--- src/design/dprhc_pkg.sv ---
package dprhc_pkg;

    // Command codes on s_func; unused codes act as no command
    localparam logic [2:0] FUNC_NONE   = 3'd0;
    localparam logic [2:0] FUNC_START  = 3'd1;
    localparam logic [2:0] FUNC_STOP   = 3'd2;
    localparam logic [2:0] FUNC_HEATER = 3'd3;
    localparam logic [2:0] FUNC_DUTY   = 3'd4;

    // Configuration register indexes
    localparam logic [1:0] CFG_TIMEOUT   = 2'd0;
    localparam logic [1:0] CFG_THRESHOLD = 2'd1;
    localparam logic [1:0] CFG_STEP      = 2'd2;

    localparam int PWM_BITS_DEF = 9;
    localparam int STEP_W       = 9;
    localparam int PCT_W        = 7;

    localparam logic [31:0]       TIMEOUT_RESET   = 32'd3600000;
    localparam logic signed [15:0] THRESHOLD_RESET = 16'sd0;
    localparam logic [STEP_W-1:0] STEP_RESET      = 9'd16;

    localparam logic [PCT_W-1:0] PCT_MAX = 7'd100;

    // x / 100 == (x * PCT_RECIP) >> RECIP_SHIFT for x below about 14e6,
    // which covers 65535 * 100
    localparam int          RECIP_SHIFT = 30;
    localparam logic [63:0] PCT_RECIP   = ((64'd1 << RECIP_SHIFT) + 64'd99) / 64'd100;

    typedef struct packed {
        logic [31:0]        timeout_ms;
        logic signed [15:0] threshold;
        logic [STEP_W-1:0]  step;
    } cfg_t;

    typedef struct packed {
        logic [2:0] func;
        logic       sel;       // command addresses this channel
        logic       heater_req;
    } cmd_t;

    typedef struct packed {
        logic heater;
        logic active;
        logic motor;
        logic advance;
    } chan_stat_t;

endpackage

--- src/design/dprhc_chan.sv ---
module dprhc_chan #(
    parameter int PWM_BITS = dprhc_pkg::PWM_BITS_DEF
) (
    input  logic                     aclk,
    input  logic                     aresetn,
    input  logic                     upd,
    input  dprhc_pkg::cfg_t          cfg,
    input  dprhc_pkg::cmd_t          cmd,
    input  logic [PWM_BITS-1:0]      cmd_duty,
    input  logic [31:0]              now_ms,
    input  logic signed [15:0]       humidity_diff,
    output logic [PWM_BITS-1:0]      duty_next,
    output dprhc_pkg::chan_stat_t    stat_next
);
    import dprhc_pkg::*;

    localparam int CW = (PWM_BITS > STEP_W) ? PWM_BITS : STEP_W;
    localparam logic [PWM_BITS-1:0] DUTY_MAX = {PWM_BITS{1'b1}};

    typedef logic [CW-1:0] wide_t;

    logic                active_reg, active_next;
    logic                motor_reg, motor_next;
    logic                heater_reg, heater_next;
    logic [31:0]         start_reg, start_next;
    logic [PWM_BITS-1:0] duty_reg;
    logic [PWM_BITS-1:0] target_reg, target_next;
    logic                adv;

    wide_t cur_w, tgt_w, step_w, gap, sum, dif;

    always_comb begin
        active_next = active_reg;
        motor_next  = motor_reg;
        heater_next = heater_reg;
        start_next  = start_reg;
        target_next = target_reg;
        adv         = 1'b0;

        if (cmd.sel) begin
            unique case (cmd.func)
                FUNC_START: begin
                    active_next = 1'b1;
                    motor_next  = 1'b1;
                    heater_next = 1'b1;
                    start_next  = now_ms;
                    target_next = DUTY_MAX;
                end
                FUNC_STOP: begin
                    active_next = 1'b0;
                    motor_next  = 1'b0;
                    heater_next = 1'b0;
                    start_next  = '0;
                    target_next = '0;
                end
                FUNC_HEATER: heater_next = cmd.heater_req;
                FUNC_DUTY:   target_next = cmd_duty;
                default: ;
            endcase
        end

        if (active_next) begin
            if (humidity_diff < cfg.threshold) begin
                active_next = 1'b0;
                adv         = 1'b1;
            end else if ((now_ms - start_next) >= cfg.timeout_ms) begin
                active_next = 1'b0;
                motor_next  = 1'b0;
                heater_next = 1'b0;
                start_next  = '0;
                target_next = '0;
                adv         = 1'b1;
            end
        end

        // ramp toward target, landing on it when within one step
        cur_w  = wide_t'(duty_reg);
        tgt_w  = wide_t'(target_next);
        step_w = wide_t'(cfg.step);
        sum    = cur_w + step_w;
        dif    = cur_w - step_w;
        gap    = (cur_w < tgt_w) ? (tgt_w - cur_w) : (cur_w - tgt_w);
        if (cur_w == tgt_w || gap <= step_w) begin
            duty_next = target_next;
        end else if (cur_w < tgt_w) begin
            duty_next = sum[PWM_BITS-1:0];
        end else begin
            duty_next = dif[PWM_BITS-1:0];
        end

        stat_next.heater  = heater_next;
        stat_next.active  = active_next;
        stat_next.motor   = motor_next;
        stat_next.advance = adv;
    end

    always_ff @(posedge aclk) begin
        if (!aresetn) begin
            active_reg <= 1'b0;
            motor_reg  <= 1'b0;
            heater_reg <= 1'b0;
            start_reg  <= '0;
            duty_reg   <= '0;
            target_reg <= '0;
        end else if (upd) begin
            active_reg <= active_next;
            motor_reg  <= motor_next;
            heater_reg <= heater_next;
            start_reg  <= start_next;
            duty_reg   <= duty_next;
            target_reg <= target_next;
        end
    end

endmodule

--- src/design/dual_pwm_ramp_heater_controller.sv ---
// Two-channel motor PWM and heater relay controller with soft-start duty ramp.
// Every input transaction is one control pass: an optional command (start,
// stop, heater set, set duty percent) for the addressed channel, then a dry
// check and a safety timeout on each active channel, then each duty steps
// toward its target by at most ramp_step. Each pass yields exactly one result
// transaction with both duties, all flags and the count of advance events.
// Throughput is one transaction per clock unless the result stalls: the percent
// clamp and the /100 scaling (a constant reciprocal multiply) happen ahead of the
// input register, and the per-channel command, checks and ramp sit between the
// input register and the result register, which drives m_valid.
// The result register decouples the two sides; s_ready drops only while both
// the input register and a stalled result are full. Configuration writes
// (cfg_index 0 timeout, 1 dry threshold, 2 ramp step; 3 is ignored) are
// always ready and should only be issued while the block is idle.
module dual_pwm_ramp_heater_controller #(
    parameter int PWM_BITS = dprhc_pkg::PWM_BITS_DEF
) (
    input  logic                aclk,
    input  logic                aresetn,

    input  logic                cfg_valid,
    output logic                cfg_ready,
    input  logic [1:0]          cfg_index,
    input  logic [31:0]         cfg_data,

    input  logic                s_valid,
    output logic                s_ready,
    input  logic [2:0]          s_func,
    input  logic                s_channel,
    input  logic                s_heater_request,
    input  logic signed [15:0]  s_duty_percent,
    input  logic [31:0]         s_now_ms,
    input  logic signed [15:0]  s_humidity_diff_a,
    input  logic signed [15:0]  s_humidity_diff_b,

    output logic                m_valid,
    input  logic                m_ready,
    output logic [PWM_BITS-1:0] m_duty_a,
    output logic [PWM_BITS-1:0] m_duty_b,
    output logic                m_heater_a,
    output logic                m_heater_b,
    output logic                m_active_a,
    output logic                m_active_b,
    output logic                m_motor_on_a,
    output logic                m_motor_on_b,
    output logic [1:0]          m_advance_count
);
    import dprhc_pkg::*;

    localparam logic [PWM_BITS-1:0] DUTY_MAX = {PWM_BITS{1'b1}};
    // product width: (DUTY_MAX * pct / 100) < 2^PWM_BITS after the shift
    localparam int PW = RECIP_SHIFT + PWM_BITS;
    localparam logic [63:0] SCALE = 64'(DUTY_MAX) * PCT_RECIP;

    // ---------------- configuration registers ----------------
    cfg_t cfg_reg;

    assign cfg_ready = 1'b1;

    always_ff @(posedge aclk) begin
        if (!aresetn) begin
            cfg_reg.timeout_ms <= TIMEOUT_RESET;
            cfg_reg.threshold  <= THRESHOLD_RESET;
            cfg_reg.step       <= STEP_RESET;
        end else if (cfg_valid && cfg_ready) begin
            unique case (cfg_index)
                CFG_TIMEOUT:   cfg_reg.timeout_ms <= cfg_data;
                CFG_THRESHOLD: cfg_reg.threshold  <= cfg_data[15:0];
                CFG_STEP:      cfg_reg.step       <= cfg_data[STEP_W-1:0];
                default: ;
            endcase
        end
    end

    // ---------------- percent clamp and scale (ahead of input reg) ----------------
    logic [PCT_W-1:0] pct_clamp;
    logic [PW-1:0]    scaled;

    always_comb begin
        if (s_duty_percent[15]) begin
            pct_clamp = '0;
        end else if (s_duty_percent > 16'sd100) begin
            pct_clamp = PCT_MAX;
        end else begin
            pct_clamp = s_duty_percent[PCT_W-1:0];
        end
        // floor(DUTY_MAX * pct / 100) via reciprocal, exact over the clamped range
        scaled = PW'(pct_clamp) * PW'(SCALE);
    end

    // ---------------- input register ----------------
    logic                in_vld_reg;
    logic [2:0]          func_reg;
    logic                chan_reg;
    logic                heat_req_reg;
    logic [PWM_BITS-1:0] cmd_duty_reg;
    logic [31:0]         now_reg;
    logic signed [15:0]  diff_a_reg;
    logic signed [15:0]  diff_b_reg;
    logic                fire;

    // a pass executes when the result register is free or being drained
    assign fire    = in_vld_reg && (!m_valid || m_ready);
    assign s_ready = !in_vld_reg || fire;

    always_ff @(posedge aclk) begin
        if (!aresetn) begin
            in_vld_reg <= 1'b0;
        end else if (s_ready) begin
            in_vld_reg <= s_valid;
        end
    end

    always_ff @(posedge aclk) begin
        if (s_valid && s_ready) begin
            func_reg     <= s_func;
            chan_reg     <= s_channel;
            heat_req_reg <= s_heater_request;
            cmd_duty_reg <= scaled[PW-1 -: PWM_BITS];
            now_reg      <= s_now_ms;
            diff_a_reg   <= s_humidity_diff_a;
            diff_b_reg   <= s_humidity_diff_b;
        end
    end

    // ---------------- per-channel pass ----------------
    cmd_t                cmd_a, cmd_b;
    logic [PWM_BITS-1:0] duty_a_next, duty_b_next;
    chan_stat_t          stat_a, stat_b;

    always_comb begin
        cmd_a.func       = func_reg;
        cmd_a.heater_req = heat_req_reg;
        cmd_a.sel        = !chan_reg;
        cmd_b.func       = func_reg;
        cmd_b.heater_req = heat_req_reg;
        cmd_b.sel        = chan_reg;
    end

    dprhc_chan #(
        .PWM_BITS (PWM_BITS)
    ) u_chan_a (
        .aclk          (aclk),
        .aresetn       (aresetn),
        .upd           (fire),
        .cfg           (cfg_reg),
        .cmd           (cmd_a),
        .cmd_duty      (cmd_duty_reg),
        .now_ms        (now_reg),
        .humidity_diff (diff_a_reg),
        .duty_next     (duty_a_next),
        .stat_next     (stat_a)
    );

    dprhc_chan #(
        .PWM_BITS (PWM_BITS)
    ) u_chan_b (
        .aclk          (aclk),
        .aresetn       (aresetn),
        .upd           (fire),
        .cfg           (cfg_reg),
        .cmd           (cmd_b),
        .cmd_duty      (cmd_duty_reg),
        .now_ms        (now_reg),
        .humidity_diff (diff_b_reg),
        .duty_next     (duty_b_next),
        .stat_next     (stat_b)
    );

    // ---------------- result register ----------------
    logic out_vld_reg;

    assign m_valid = out_vld_reg;

    always_ff @(posedge aclk) begin
        if (!aresetn) begin
            out_vld_reg <= 1'b0;
        end else if (fire) begin
            out_vld_reg <= 1'b1;
        end else if (m_ready) begin
            out_vld_reg <= 1'b0;
        end
    end

    always_ff @(posedge aclk) begin
        if (fire) begin
            m_duty_a        <= duty_a_next;
            m_duty_b        <= duty_b_next;
            m_heater_a      <= stat_a.heater;
            m_heater_b      <= stat_b.heater;
            m_active_a      <= stat_a.active;
            m_active_b      <= stat_b.active;
            m_motor_on_a    <= stat_a.motor;
            m_motor_on_b    <= stat_b.motor;
            m_advance_count <= 2'(stat_a.advance) + 2'(stat_b.advance);
        end
    end

endmodule

--- config.mk ---
export PLATFORM = sky130hd
export DESIGN_NAME = dual_pwm_ramp_heater_controller
export DESIGN_NICKNAME = d
export VERILOG_FILES = /design/src/design/dprhc_pkg.sv /design/src/design/dprhc_chan.sv /design/src/design/dual_pwm_ramp_heater_controller.sv
export SDC_FILE = /design/constraint.sdc
export NUM_CORES = 1
export LEC_CHECK = 0
export BUFFER_PORTS_ARGS = -buffer_cell sky130_fd_sc_hd__buf_2
export CAP_MARGIN = 10
export CORE_MARGIN = 10
export CORE_UTILIZATION = 65
export DETAILED_ROUTE_END_ITERATION = 10
export GPL_TIMING_DRIVEN = 0
export PLACE_DENSITY = 0.81
export SLEW_MARGIN = 10
export SYNTH_ARGS = -nofsm -noshare
export SYNTH_HDL_FRONTEND = slang
export SYNTH_SLANG_ARGS = --single-unit
--- constraint.sdc ---
create_clock -name aclk -period 16.3 [get_ports aclk]
set_input_delay 0.815 -clock aclk [delete_from_list [all_inputs] [get_ports aclk]]
set_output_delay 0.815 -clock aclk [all_outputs]
set_load 0.01 [all_outputs]
=== Yosys cells after proc, flatten, opt, wreduce, memory -nomap -nowiden ===
Cells that the tools add are included.

* Bitwise gates (word level): 0
* Add/subtract/negate cells: 11
* Mux-type cells: 66
* Div/mod/pow operators: 0
* Magnitude comparators: 9
* Reduce and logical (&&, ||, !) cells: 13
* Eq/ne operators: 8
* Shift-type cells: 0
* Multiply operators: 1

{| class="wikitable"
|+ Operators with widths
! operator !! count
|-
| $mux 32 || 8
|-
| $pmux 32 s2 || 2
|-
| $mux 9 || 14
|-
| $ge 32x32->1 || 2
|-
| $sub 32x32->32 || 2
|-
| $pmux 9 s3 || 2
|-
| $sub 9x9->9 || 6
|-
| $mul 7x33->39 const B || 1
|-
| $lt 16x16->1 || 2
|-
| $mux 1 || 32
|-
| $add 9x9->9 || 2
|-
| $eq 9x9->1 || 2
|-
| $le 9x9->1 || 2
|-
| $lt 9x9->1 || 2
|-
| $gt 16x8->1 const B || 1
|-
| $mux 7 || 2
|-
| $pmux 1 s2 || 4
|-
| $eq 3x2->1 const B || 2
|-
| $pmux 1 s3 || 2
|-
| $reduce_and 2->1 || 3
|-
| $logic_or 1x1->1 || 4
|-
| $eq 3x1->1 const B || 1
|-
| $eq 3x3->1 const B || 1
|-
| $add 1x1->2 || 1
|-
| 6 further kinds || 8
|}

* Output and inout bits: 29
* Register bits: 269
* ROM bits: 0
* Memories: 0
* RAM bits: 0
* Bits in latches: 0
* Input port bits: 124
* Word-level logic and storage cells: 141

=== Logic depth before layout (Yosys ltp) ===
Gate-level depths: netlist of the first run.

* Word-level depth: 13
* Mapped depth: 53
* Depth with buffers taken out: 47

=== Hierarchy ===
Synthesis of the first run repeated with hierarchy kept, for this count alone.

* Cell total of the unflattened synthesis: 2644
* Area, all modules: 23003.3 um2

{| class="wikitable"
|+ Modules (own cells, without submodules)
! module !! times used !! area each (um2) !! cells each !! sequential area each (um2)
|-
| dual_pwm_ramp_heater_controller || 1 || 8536.9 || 720 || 4304.1
|-
| dprhc_chan (u_chan_b) || 1 || 7245.7 || 970 || 1061.0
|-
| dprhc_chan (u_chan_a) || 1 || 7220.7 || 954 || 1061.0
|}

=== Worst setup path before layout of the first run ===
Ideal clock, no wire load.

* Path kind: flip-flop to flip-flop
* Start point: reg func_reg[0]
* End point: reg m_duty_b[3] (data pin)
* Data arrival time: 8.738 ns
* Path slack: 7.309 ns
* Stages on the path, launching flop included: 51
* Setup time: 0.254 ns
* Clock period less this slack: 8.991 ns
* Buffers on the path: 5
* Required time: 16.046 ns
* Path through: edfxtp_1 -> buf_4 -> xor2_1 -> nand2_1 -> clkbuf_1 -> a22o_1 -> ha_1 -> inv_1 -> fa_1 -> a211oi_1 -> o21bai_1 -> or3_1 -> o2111ai_1 -> a211oi_2 -> a31oi_1 -> a211oi_2 -> o211ai_1 -> a21oi_1 -> [... 15 more ...] -> o21a_1 -> o31ai_2 -> mux2i_1 -> a221oi_1 -> o21ai_0 -> a21oi_1 -> o21ai_0 -> xor2_1 -> ha_1 -> nand4_1 -> nor3_1 -> a21oi_1 -> o21ai_0 -> a21oi_1 -> clkbuf_1 -> nor2_1 -> nand2_1 -> nand2_1

* Longest elaborated chain between the ends: 13
* Elaborated cells on any way between the ends: 23
* Those cells by class: add/sub: 3; order compare: 3; eq/ne: 4; mux: 12; reduce/logical: 1

{| class="wikitable"
|+ Ends and longest elaborated chain
! item !! line !! source
|-
| from (decl) || dual_pwm_ramp_heater_controller.sv:93 || <nowiki>logic [2:0] func_reg;</nowiki>
|-
| from (signal assigned) || dual_pwm_ramp_heater_controller.sv:116 || <nowiki>func_reg <= s_func;</nowiki>
|-
| $eq 3x2->1 / $eq 3x1->1 (equally long branches) || dprhc_chan.sv:41 || <nowiki>unique case (cmd.func)</nowiki>
|-
| $pmux 32 s2 || dprhc_chan.sv:41 ||
|-
| $mux 32 || dprhc_chan.sv:40 || <nowiki>if (cmd.sel) begin</nowiki>
|-
| $sub 32x32->32 || dprhc_chan.sv:66 || <nowiki>end else if ((now_ms - start_next) >= cfg.timeout_ms) begin</nowiki>
|-
| $ge 32x32->1 || dprhc_chan.sv:66 ||
|-
| $mux 9 || dprhc_chan.sv:66 ||
|-
| $mux 9 || dprhc_chan.sv:63 || <nowiki>if (humidity_diff < cfg.threshold) begin</nowiki>
|-
| $mux 9 * || dprhc_chan.sv:62 || <nowiki>if (active_next) begin</nowiki>
|-
| named net u_chan_b.target_next[4] || dprhc_chan.sv:27 || <nowiki>logic [PWM_BITS-1:0] target_reg, target_next;</nowiki>
|-
| $sub 9x9->9 / $lt 9x9->1 (equally long branches) || dprhc_chan.sv:82, dprhc_chan.sv:85 ||
|-
| $mux 9 || dprhc_chan.sv:82 || <nowiki>gap = (cur_w < tgt_w) ? (tgt_w - cur_w) : (cur_w - tgt_w);</nowiki>
|-
| $le 9x9->1 || dprhc_chan.sv:83 || <nowiki>if (cur_w == tgt_w || gap <= step_w) begin</nowiki>
|-
| $logic_or 1x1->1 || dprhc_chan.sv:83 ||
|-
| $mux 9 * || dprhc_chan.sv:83 ||
|-
| named net duty_b_next[3] || dual_pwm_ramp_heater_controller.sv:128 || <nowiki>logic [PWM_BITS-1:0] duty_a_next, duty_b_next;</nowiki>
|-
| to (signal assigned) || dual_pwm_ramp_heater_controller.sv:188 || <nowiki>m_duty_b <= duty_b_next;</nowiki>
|-
| to (decl) || dual_pwm_ramp_heater_controller.sv:39 || <nowiki>output logic [PWM_BITS-1:0] m_duty_b,</nowiki>
|}

The timed path passes the listed nets; every way through them passes the cells marked *.
A chain may end at the register's enable or synchronous reset.

=== Worst setup path after layout of the first run ===
* Start point: reg func_reg[2]
* End point: reg m_duty_b[8] (data pin)

The elaborated chain is that of the path after synthesis.

==> metrics, run 1 <==
max_slew headroom 40.5%; Layout Utilization 73.0%; CTS tree yes; CTS Sinks 269; Root Driver clkbuf_16; leakage power 10.4 nW; Finished Cell Area 23700 um2; TritonCTS buffer count 29; CP max FO 10; DRT iter0 DRCs 1983; Post-Layout Cell Count 3103; GRT overflow 0; final hold violations 0; setup bufs post-CTS 0; Worst-Margin Slew 886 ps; Syn Nets 2932; Post-Synthesis Cells 2453; worst hold path cell count 1; post-synthesis sequential area ratio 30.1%; global-route wire length before repair 96800 um; later-pin clock latency in the skew report 570 ps; Achievable Freq 85.3 MHz; Die Height 201 um; Avg Cell Area, Syn 8.69 um2; antenna viol nets, final 0; skew final 20.5 ps; EDFF count, synth 104; Worst Path Arrival 12050 ps; unrepaired setup endpoints after global routing false; Peak supply drop 0.000109 V; Place WS 4890 ps; DR vias/cell 6.19; Clock Pin Slew Worst Setup and Hold Paths 60 ps; core area 32500 um2; vias in the first global route 18800; Via Count 19200; Mapped Area 21300 um2; #FFs+latches synth 269; Die Footprint 40500 um2; Setup TNS Final 0 ps; Placed Instance Area 22700 um2; WL/cell 19.7 um; input/output buffers 151; ys async rst share 0%; dominant synthesized flop cell dfxtp_1; max FFs per register 57; row cnt 66; most frequent cells in the layout ha_1 (308), nand2_1 (255), nor2_1 (206); Hold Path Class in -> reg; Pwr per Cell Area 112 nW/um2; Tcrit/Tclk final 72.0%; drt pass-1 iters 6; Post-CTS Hold Buffers 0; worst path required time 16620 ps; Area Growth Syn to Fin 11.1%; nets 3116; CP max stage delay 600 ps; final count of pins violating max slew 0; layout cells sized above 1 9.33%; setup violators final 0; final worst slack 4570 ps; Initial Util 65.7%; fin crit period 11730 ps; Post-CTS Resized 0; Die W 201 um; htree depth 1; Routed WL 61000 um; placed cells 3048; Yosys warning count 0; DRC Markers 0; largest net degree at the start of global routing 42; outcome complete, no violations; element type at the critical path start flop; I/O pin cnt 153; library cells used by synthesis 85; total track usage 28.9%; Slowest-stage cell, CP a21oi_1; Reg2Reg Depth 47; GPL Wtd Cong 0.985; CP endpoint kind flop; HPWL Detailed 49400 um; max_cap viols 0; initial antenna violation count 5; crit path kind reg -> reg; commonest non-fill, non-tap cell in the layout ha_1; Clock Tree Buf Depth 3
-- synthesized netlist by cell type (18+ instances only) --
library cell / instances / area share (%)
a211oi_1: 45 / 1.6
a21o_1: 83 / 2.9
a21oi_1: 197 / 4.6
a22o_1: 18 / 0.74
a22oi_1: 91 / 3.2
a31oi_1: 25 / 0.73
clkbuf_1: 78 / 1.4
dfxtp_1: 165 / 15
edfxtp_1: 104 / 15
fa_1: 47 / 4.4
ha_1: 308 / 18
inv_1: 195 / 3.4
mux2i_1: 22 / 1.0
nand2_1: 255 / 4.5
nand2b_1: 42 / 1.2
nand3_1: 35 / 0.82
nand4_1: 37 / 1.1
nor2_1: 206 / 3.6
nor2b_1: 31 / 0.91
o211ai_1: 26 / 0.92
o21ai_0: 126 / 3.0
xnor2_1: 76 / 3.1
xor2_1: 33 / 1.4
-- kinds of logic after synthesis --
kind of cell | count (synthesis) | share of synthesized area [%]
AND/OR/NAND/NOR | 678 | 14.4
other | 1 | 0.0176
buffers and inverters | 295 | 5.33
multiplexers | 24 | 1.14
AO/OA/AOI/OAI | 722 | 22.0
flip-flops | 269 | 30.1
XOR/XNOR | 109 | 4.48
adder cells (fa/ha/maj) | 355 | 22.5
-- report_power, final --
group	switching, mW	total (mW)	internal (mW)	leakage, nW
combinational	0.701	1.16	0.458	7.59
sequential	0.0349	0.810	0.775	2.35
clock	0.282	0.693	0.411	0.494
total	1.02	2.66	1.64	10.4
-- layer usage --
metal | wire, um | global-route usage, %
met3 | 5160 | 5.25
met2 | 27200 | 46.7
met1 | 26800 | 38.8
met4 | 1780 | 8.11
met5 | 36 | 0
-- final timing paths --
kind / from / end / slack [ps]
worst max-delay path: func_reg[2]$_DFFE_PP_ / m_duty_b[8]$_DFFE_PP_ / 4570
worst min-delay path: s_now_ms[14] / now_reg[14]$_DFFE_PP_ / 420
worst max register to register: func_reg[2]$_DFFE_PP_ / m_duty_b[8]$_DFFE_PP_ / 4570
worst min register to register: cfg_reg[33]$_SDFFE_PN0P_ / cfg_reg[33]$_SDFFE_PN0P_ / 460
-- layout make-up --
type	instances	area, um2
Fill cell	2502	8760
Antenna cell	2	5.00
Tap cell	442	553
Clock buffer	39	846
Multi-Input combinational cell	1889	13800
Sequential cell	269	6430
Inverter	198	743
Timing Repair Buffer	153	803
Buffer	97	394
Clock inverter	14	160
-- critical path, delay by kind of cell, from the launching register on --
kind,cells,cell delay [ps]
buffers and inverters,6,1440
AO/OA/AOI/OAI,21,4510
AND/OR/NAND/NOR,12,2710
multiplexers,1,310
adder cells (fa/ha/maj),5,1540
XOR/XNOR,2,360
flip-flops,1,560
-- per-stage QoR --
step,power [mW],hold slack (ps)
3_5_place_dp,1.95,450
4_1_cts,2.64,407
6_report,2.66,416
2_1_floorplan,1.65,432
3_3_place_gp,1.91,442
5_1_grt,2.82,405
Note: power is estimated with default switching activity, not from simulation.
==> run 2: changes to the inputs <==
--- a/config.mk
+++ b/config.mk
@@ -8,10 +8,10 @@
 export BUFFER_PORTS_ARGS = -buffer_cell sky130_fd_sc_hd__buf_2
 export CAP_MARGIN = 10
 export CORE_MARGIN = 10
-export CORE_UTILIZATION = 65
+export CORE_UTILIZATION = 62
 export DETAILED_ROUTE_END_ITERATION = 10
 export GPL_TIMING_DRIVEN = 0
-export PLACE_DENSITY = 0.81
+export PLACE_DENSITY = 0.78
 export SLEW_MARGIN = 10
 export SYNTH_ARGS = -nofsm -noshare
 export SYNTH_HDL_FRONTEND = slang
==> constraint.sdc (replaced) <==
create_clock -name aclk -period 12.1 [get_ports aclk]
set_input_delay 0.605 -clock aclk [delete_from_list [all_inputs] [get_ports aclk]]
set_output_delay 0.605 -clock aclk [all_outputs]
set_load 0.01 [all_outputs]
==> run 2 against run 1 <==
Compared with the run above:
- core utilization shrank 2.4 points
- clock power grew 42%
- cell count is 0.29% higher
- clock-buffer cell count rose by 3
- largest cell class unchanged
- critical path type unchanged
- wire length up 2.3%
- largest power group unchanged
- final area grew 0.41%
- hold slack got worse by 230 ps
==> metrics, run 2 (synthesized netlist as in run 1, its figures left out) <==
outcome complete, no violations (unchanged); Die Footprint 42200 um2 (was 40500 um2); core area 33700 um2 (was 32500 um2); CP max FO 10 (unchanged); layout cells sized above 1 9.50% (was 9.33%); Peak supply drop 0.000151 V (was 0.000109 V); unrepaired setup endpoints after global routing false (unchanged); final hold violations 0 (unchanged); nets 3117 (was 3116); Achievable Freq 87.2 MHz (was 85.3 MHz); leakage power 10.5 nW (was 10.4 nW); Post-CTS Resized 0 (unchanged); I/O pin cnt 153 (unchanged); overall power 3.66 mW (was 2.66 mW); WL/cell 20.1 um (was 19.7 um); CP endpoint kind flop (unchanged); GPL Wtd Cong 0.942 (was 0.985); worst path required time 12430 ps (was 16620 ps); GRT overflow 0 (unchanged); Placed Instance Area 22700 um2 (about the same); most frequent cells in the layout ha_1 (308), nand2_1 (255), nor2_1 (206) (unchanged); Worst-Margin Slew 928 ps (was 886 ps); input/output buffers 151 (unchanged); total track usage 28.7% (was 28.9%); Crit path top cell by count o21ai_0; CTS tree yes (unchanged); final count of pins violating max slew 0 (unchanged); Tcrit/Tclk final 94.7% (was 72.0%); later-pin clock latency in the skew report 590 ps (was 570 ps); Die W 205 um (was 201 um); global-route wire length before repair 97700 um (was 96800 um); Pwr per Cell Area 154 nW/um2 (was 112 nW/um2); Setup TNS Final 0 ps (unchanged); DRC Markers 0 (unchanged); drt pass-1 iters 6 (unchanged); Clock Pin Slew Worst Setup and Hold Paths 60 ps (about the same); commonest non-fill, non-tap cell in the layout ha_1 (unchanged); HPWL Detailed 50000 um (was 49400 um); Slowest-stage cell, CP edfxtp_1 (was a21oi_1); element type at the critical path start flop (unchanged); Root Driver clkbuf_16 (unchanged); CP max stage delay 500 ps (was 600 ps); row cnt 67 (was 66); Routed WL 62400 um (was 61000 um); Hold Path Class in -> reg (unchanged); Initial Util 63.3% (was 65.7%); antenna viol nets, final 0 (unchanged); Critical path buffers and inverters 6 (unchanged); setup bufs post-CTS 0 (unchanged); Area Growth Syn to Fin 11.6% (was 11.1%); Worst Path Arrival 11790 ps (was 12050 ps); Clock Tree Buf Depth 3 (unchanged); CTS Sinks 269 (unchanged); max FFs per register 57 (unchanged); Layout Utilization 70.6% (was 73.0%); initial antenna violation count 2 (was 5); Top delay family on crit path compound AO/OA/AOI/OAI gates (unchanged); Post-CTS Hold Buffers 0 (unchanged); TritonCTS buffer count 30 (was 29); vias in the first global route 18600 (was 18800); DRT iter0 DRCs 1638 (was 1983); Via Count 19100 (was 19200); Finished Cell Area 23800 um2 (was 23700 um2); DR vias/cell 6.14 (was 6.19); setup violators final 0 (unchanged); Die Height 205 um (was 201 um); fin crit period 11460 ps (was 11730 ps); max_slew headroom 37.7% (was 40.5%); largest net degree at the start of global routing 53 (was 42); max_cap viols 0 (unchanged); crit path kind reg -> reg (unchanged); skew final 13.1 ps (was 20.5 ps); htree depth 1 (unchanged)
## run 2: final timing paths
kind,from,to,slack [ps],depth (start not counted)
setup / recovery,func_reg[2]$_DFFE_PP_,m_duty_b[8]$_DFFE_PP_,640,47
hold / removal,s_now_ms[14],now_reg[14]$_DFFE_PP_,190,1
setup reg to reg,func_reg[2]$_DFFE_PP_,m_duty_b[8]$_DFFE_PP_,640,47
hold reg to reg,cfg_reg[24]$_SDFFE_PN0P_,cfg_reg[24]$_SDFFE_PN0P_,460,2
## run 2: through the flow
stage | instances | hold slack [ps] | worst slack [ps]
detailed placement | 3054 | 448 | 532
floorplan | 2453 | 432 | 3110
global placement | 3052 | 442 | 705
global route | 3110 | 173 | 5.96
CTS | 3110 | 169 | 434
finish | 3112 | 190 | 636
## run 2: cell type report
| type | instances | area (um2) |
|---|---|---|
| Multi-Input combinational cell | 1889 | 13800 |
| Tap cell | 448 | 561 |
| Inverter | 198 | 743 |
| Antenna cell | 2 | 5.00 |
| Sequential cell | 269 | 6430 |
| Timing Repair Buffer | 153 | 803 |
| Clock inverter | 14 | 178 |
| Buffer | 97 | 397 |
| Clock buffer | 42 | 911 |
| Fill cell | 2712 | 9910 |
## run 2: report_power, final
group          internal [mW]  switching, mW
Clock                  0.593          0.394
Combinational          0.619          0.963
Sequential              1.04         0.0472
Total                   2.26           1.40
## run 2: metal layers
layer	up-vias	wire length, um	global-route usage [%]
li1	9155	-	-
met1	9024	27300	39.5
met2	829	27700	44.7
met3	97	5960	6.35
met4	2	1430	7.82
met5	-	13	0
